**config.mk**
```make
export PLATFORM = sky130hd
export DESIGN_NAME = ulal_cordic
export DESIGN_NICKNAME = d
export VERILOG_FILES = /design/src/hw/rtl/ulal_pkg.sv /design/src/hw/rtl/ulal_cordic.sv
export SDC_FILE = /design/constraint.sdc
export NUM_CORES = 2
export LEC_CHECK = 0
export ABC_CLOCK_PERIOD_IN_PS = 15400
export BUFFER_PORTS_ARGS = -buffer_cell sky130_fd_sc_hd__buf_2
export CORE_UTILIZATION = 55
export CTS_BUF_LIST = sky130_fd_sc_hd__clkbuf_8
export DETAILED_ROUTE_END_ITERATION = 8
export PLACE_DENSITY = 0.76
export SLEW_MARGIN = 20
export SYNTH_ARGS = -nofsm -noshare
export SYNTH_HDL_FRONTEND = slang
export SYNTH_SLANG_ARGS = --single-unit
```
**constraint.sdc**
```tcl
create_clock -name clk -period 15.4 [get_ports clk]
set_input_delay 0.77 -clock clk [delete_from_list [all_inputs] [get_ports clk]]
set_output_delay 0.77 -clock clk [all_outputs]
set_load 0.03 [all_outputs]
```
**src/hw/rtl/ulal_pkg.sv**
```systemverilog
`timescale 1ns / 1ps
// ----------------------------------------------------------------------------
// ulal_pkg
// Shared types, widths and constants of the lookahead linearizer core.
// ----------------------------------------------------------------------------
package ulal_pkg;

  localparam int CORDIC_STEPS_DEF = 14;
  localparam int ATAN_LEN         = 24;

  // CORDIC datapath widths (Q2.30 vectors, 2^31 = pi angles, with headroom)
  localparam int VEC_W = 34;
  localparam int ANG_W = 34;
  // reference speeds after optional negation
  localparam int REF_W = 17;
  localparam int PROD_W = VEC_W + REF_W;
  localparam int SUM_W  = PROD_W + 1;
  localparam int U_W    = 26;
  localparam int CMD_W  = 42;
  localparam int OUT_SUM_W = 44;

  localparam int CFG_ADDR_W = 3;
  localparam int CFG_DATA_W = 32;

  localparam logic signed [VEC_W-1:0] CORDIC_X0   = 34'sd652032874;
  localparam logic signed [ANG_W-1:0] HALF_PI_ANG = 34'sd1073741824;
  localparam logic signed [ANG_W-1:0] PI_ANG      = 34'sd2147483648;

  localparam logic signed [SUM_W-1:0]     ROUND_U   = SUM_W'(1) <<< 21;
  localparam logic signed [OUT_SUM_W-1:0] ROUND_CMD = OUT_SUM_W'(1) <<< 19;
  localparam logic signed [OUT_SUM_W-1:0] SAT_MAX   = 44'sd32767;
  localparam logic signed [OUT_SUM_W-1:0] SAT_MIN   = -44'sd32768;

  localparam logic signed [ANG_W-1:0] ATAN_TAB [0:ATAN_LEN-1] = '{
    34'sd536870912, 34'sd316933406, 34'sd167458907, 34'sd85004756,
    34'sd42667331,  34'sd21353441,  34'sd10679838,  34'sd5340245,
    34'sd2670163,   34'sd1335087,   34'sd667544,    34'sd333772,
    34'sd166886,    34'sd83443,     34'sd41722,     34'sd20861,
    34'sd10430,     34'sd5215,      34'sd2608,      34'sd1304,
    34'sd652,       34'sd326,       34'sd163,       34'sd81
  };

  typedef enum logic [CFG_ADDR_W-1:0] {
    REG_X_AMP     = 3'd0,
    REG_Y_AMP     = 3'd1,
    REG_X_STEP    = 3'd2,
    REG_Y_STEP    = 3'd3,
    REG_INV_OFF_X = 3'd4,
    REG_OFF_RATIO = 3'd5
  } ulal_reg_t;

  // sideband that rides along the CORDIC pipeline
  typedef struct packed {
    logic [31:0]              sample_time;
    logic signed [REF_W-1:0]  x_ref;
    logic signed [REF_W-1:0]  y_ref;
  } ulal_tag_t;

endpackage

```
**src/hw/rtl/ulal_cordic.sv**
```systemverilog
`timescale 1ns / 1ps
// ----------------------------------------------------------------------------
// ulal_cordic
// Rotation-mode CORDIC, one micro-rotation per register stage.
// ----------------------------------------------------------------------------
module ulal_cordic
  import ulal_pkg::*;
#(
  parameter int STEPS = CORDIC_STEPS_DEF
) (
  input  logic                    clk,
  input  logic                    rst_n,
  input  logic                    en,
  input  logic                    in_valid,
  input  logic signed [ANG_W-1:0] in_z,
  input  ulal_tag_t               in_tag,
  output logic                    out_valid,
  output logic signed [VEC_W-1:0] out_x,
  output logic signed [VEC_W-1:0] out_y,
  output ulal_tag_t               out_tag
);

  logic                    vld_r [1:STEPS];
  logic signed [VEC_W-1:0] x_r   [1:STEPS];
  logic signed [VEC_W-1:0] y_r   [1:STEPS];
  logic signed [ANG_W-1:0] z_r   [1:STEPS];
  ulal_tag_t               tag_r [1:STEPS];

  for (genvar k = 0; k < STEPS; k++) begin : g_stage
    logic                    vld_in;
    logic signed [VEC_W-1:0] x_in;
    logic signed [VEC_W-1:0] y_in;
    logic signed [ANG_W-1:0] z_in;
    ulal_tag_t               tag_in;
    logic signed [VEC_W-1:0] dx;
    logic signed [VEC_W-1:0] dy;

    if (k == 0) begin : g_entry
      // entry point: gain-compensated unit vector on the x axis
      assign vld_in = in_valid;
      assign x_in   = CORDIC_X0;
      assign y_in   = '0;
      assign z_in   = in_z;
      assign tag_in = in_tag;
    end else begin : g_chain
      assign vld_in = vld_r[k];
      assign x_in   = x_r[k];
      assign y_in   = y_r[k];
      assign z_in   = z_r[k];
      assign tag_in = tag_r[k];
    end

    assign dx = x_in >>> k;
    assign dy = y_in >>> k;

    always_ff @(posedge clk) begin
      if (!rst_n) begin
        vld_r[k+1] <= 1'b0;
      end else if (en) begin
        vld_r[k+1] <= vld_in;
      end
    end

    always_ff @(posedge clk) begin
      if (en) begin
        tag_r[k+1] <= tag_in;
        // rotate toward zero residual angle
        if (!z_in[ANG_W-1]) begin
          x_r[k+1] <= x_in - dy;
          y_r[k+1] <= y_in + dx;
          z_r[k+1] <= z_in - ATAN_TAB[k];
        end else begin
          x_r[k+1] <= x_in + dy;
          y_r[k+1] <= y_in - dx;
          z_r[k+1] <= z_in + ATAN_TAB[k];
        end
      end
    end
  end

  assign out_valid = vld_r[STEPS];
  assign out_x     = x_r[STEPS];
  assign out_y     = y_r[STEPS];
  assign out_tag   = tag_r[STEPS];

endmodule

```
==> impl_results.md <==
- Status: finished clean
- Most used cell, CP: buf_4
- Grt total ovfl: 0
- EDFF count, synth: 2203
- CTS sink cnt: 2203
- Maxcap violations: 0
- Worst Hold Depth: 3
- Synthesized flop and latch total: 2203
- Core Box Area: 0.241 sq mm
- Setup ws final: 8.61 ns
- CP max FO: 109
- DRT Wirelength: 303000 um
- Setup WS pre-CTS: 8.23 ns
- DRT Pass-1 Iters: 8
- YS warnings: 0
- Die H: 495 um
- Post-synthesis mux area share: 0.00590
- Vias in the first global route: 92244
- Die area: 0.245 sq mm
- Max Root-Sink Buffers: 4
- HP Start: in_z[31]
- Sequential area share after synthesis: 0.494
- Syn Std Cell Area: 0.134 sq mm
- Buffers on Ports: 238
- Reg2Reg Depth: 16
- CP Cell Sequence: dlygate4sd3_1 > buf_12 > buf_12 > buf_4 > buf_4 > nand2_2 > buf_4 > inv_1 > buf_4 > a21oi_1 > xnor2_1 > ha_1 > a21oi_1 > nor2b_1 > o21ai_0 > a31oi_1 > o211a_1 > o21ai_0 > a2111oi_0 > nor3_1 > a311oi_1 > nor3_1 > a211oi_1
- Arr. time, crit path: 7.57 ns
- Top_reg_cell synth: edfxtp_1
- Post-synthesis cell count: 11876
- Iter 0 DRT Violations: 5924
- Post-CTS sizing: 0
- Asr flop ratio synth: 0
- Final setup violation count: 0
- Cell Count, Final, Fillers Out: 15954
- Final TNS setup: 0 ns
- Hold crit path type: in -> reg
- Worst skew pair latency: 1.10 ns
- Reg-to-reg slack, setup: 9.34 ns
- Cells after DPL: 15194
- Slew margin rel.: 0.316
- Reg2Reg Capture Point: x_r[1][168]
- Proportion of layout cells with a drive suffix above 1: 0.0696
- Crit share post-route: 0.441
- Post-synthesis compound-gate area fraction: 0.161
- First-pass GRT wire length: 477000 um
- I/O pin count: 239
- Slew @ Worst Pin: 1.03 ns
- Worst path slowest cell: nor3_1
- Required @ worst endpoint: 16.19 ns
- Syn_area_per_cell: 11.3 sq um
- Peak Freq: 147 MHz
- Reg-to-Reg Start: z_r[5][67]
- Largest net degree at the start of global routing: 165
- Largest family of logic cells by synthesized area: compound AO/OA/AOI/OAI gates
- DR vias/cell: 5.84
- Gr usage total: 0.242
- Count of cell types in the netlist: 86
- Syn Nets: 13215
- Htree depth: 5
- Final setup skew: 0.117 ns
- Starting density of the core: 0.555
- Final hold violation count: 0
- Synth Area in Adders: 0.118
- Startpoint types: input port
- Num CTS Buffers: 373
- Root buffer cell: clkbuf_8
- Rows: 180
- Average routed wire per standard cell: 19.0 um
- Fin. max-slew vios: 0
- CTS tree: built
- Simple-Gate Fraction of Synth Area: 0.0995
- XOR/XNOR share of the synthesized area: 0.105
- Tmin final: 6.79 ns
- Nets: 13825
- Detail Placement HPWL: 228000 um
- DRC: 0
- CTS clk-pin slew, worst paths: 0.06 ns
- Hold endpoint: z_r[0][65]
- Initial antenna violation count: 9
- Critical path class: in -> reg
- Area growth from synthesis to final layout: 9.75%
- CP max stage delay: 0.68 ns
- RSZ-0062 raised after global routing: no
- GPL Wtd Cong: 0.974
- Setup crit end kind: flip-flop
- Die X: 495 um
- Antenna viol nets, final: 0
- Vias: 93165
[sequential cells by signal (all words and copies together), names as in the netlist]
name and flops:
tag_r 924, x_r 416, vld_r 14, y_r 443, z_r 406
[layout by cell type (no fill, tap or decap), types with 45 or more instances in the layout]
master,n
o31ai_1,118
inv_1,552
o21bai_1,158
o21a_1,192
nor4_1,67
mux2i_1,53
and2_1,45
o211ai_1,46
and3_1,99
nand2_1,597
buf_4,53
nor2b_1,156
or3_1,92
a31oi_1,93
ha_1,1195
nand4_1,73
xnor2_1,1058
clkinv_2,50
o41ai_1,52
a211oi_1,94
nor3_1,228
a21boi_0,49
clkinv_1,91
nand2b_1,202
xor2_1,538
edfxtp_1,2203
nor2_1,827
nand3_1,173
a21oi_1,1104
dlygate4sd3_1,102
o21ai_0,643
a21o_1,572
clkbuf_8,379
buf_2,237
[worst max path at each step]
stage,cells past startpoint,slack (ns),startpoint,endpoint
floorplan,17,10.04,en,z_r[1][30]
global placement,22,8.17,en,y_r[0][135]
detailed placement,22,8.23,en,y_r[0][135]
CTS,23,8.82,en,y_r[0][135]
global route,23,8.28,en,y_r[0][133]
finish,23,8.61,en,y_r[0][133]
[Yosys cell counts (all sizes together) (135+ instances only)]
master / n / area (sq um)
clkbuf: 135 / 507
inv: 460 / 1730
nand2: 602 / 2260
xor2: 539 / 4730
o21a: 192 / 1440
a21oi: 1105 / 5530
nor3: 228 / 1140
a21o: 572 / 4290
nand2b: 202 / 1260
o21bai: 158 / 1190
ha: 1195 / 15000
edfxtp: 2203 / 66200
xnor2: 1058 / 9270
o21ai: 644 / 3220
nor2b: 156 / 976
nor2: 827 / 3100
nand3: 173 / 866
[final cells by class]
| type | count | area, sq um |
|---|---|---|
| antenna | 5 | 12.5 |
| multi-input combinational | 9047 | 65400 |
| inverter | 463 | 1740 |
| timing repair buffer | 398 | 2730 |
| tap | 3185 | 3990 |
| clock buffer | 379 | 5220 |
| clock inverter | 274 | 1690 |
| sequential | 2203 | 66200 |
| fill | 18991 | 94300 |
[metrics by stage]
stage | utilization | area, sq um | hold WS, ns
2_1_floorplan | - | 134000 | 0.400
3_3_place_gp | 0.576 | 139000 | 0.400
3_5_place_dp | 0.576 | 139000 | 0.405
4_1_cts | 0.609 | 147000 | 0.0273
5_1_grt | 0.609 | 147000 | 0.102
6_report | 0.609 | 147000 | 0.172
[what timing repair did]
item / 4_1_cts / 5_1_grt
setup endpoints to repair: 0 / 0
buffers inserted: 0 / 0
endpoints found under the hold margin: 126 / 0
hold buffers: 102 / 0
[worst max-delay path: cells and delay by family]
family	cells	cell delay, ns
buf+inv	8	3.16
compound gates	9	1.87
simple gates	4	1.03
fa+ha+maj	1	0.36
xor+xnor	1	0.16
[layer usage]
metal,vias up,GRT usage,share of wire
met5,-,0,0.00015
met4,6,0.127,0.053
met3,896,0.0318,0.042
met2,2546,0.427,0.50
met1,43939,0.285,0.41
li1,45778,-,-
[logic make-up after synthesis]
group                      count (synthesis)
adders and majority gates               1235
muxes                                     76
DFF                                     2203
xor gates and xnor gates                1597
AOI/OAI and AO/OA                       3398
buffers and inverters                    626
and+or+nand+nor                         2741
Power is not shown: default switching activity piles up to over one toggle a cycle in this logic, so the estimate is an artifact.
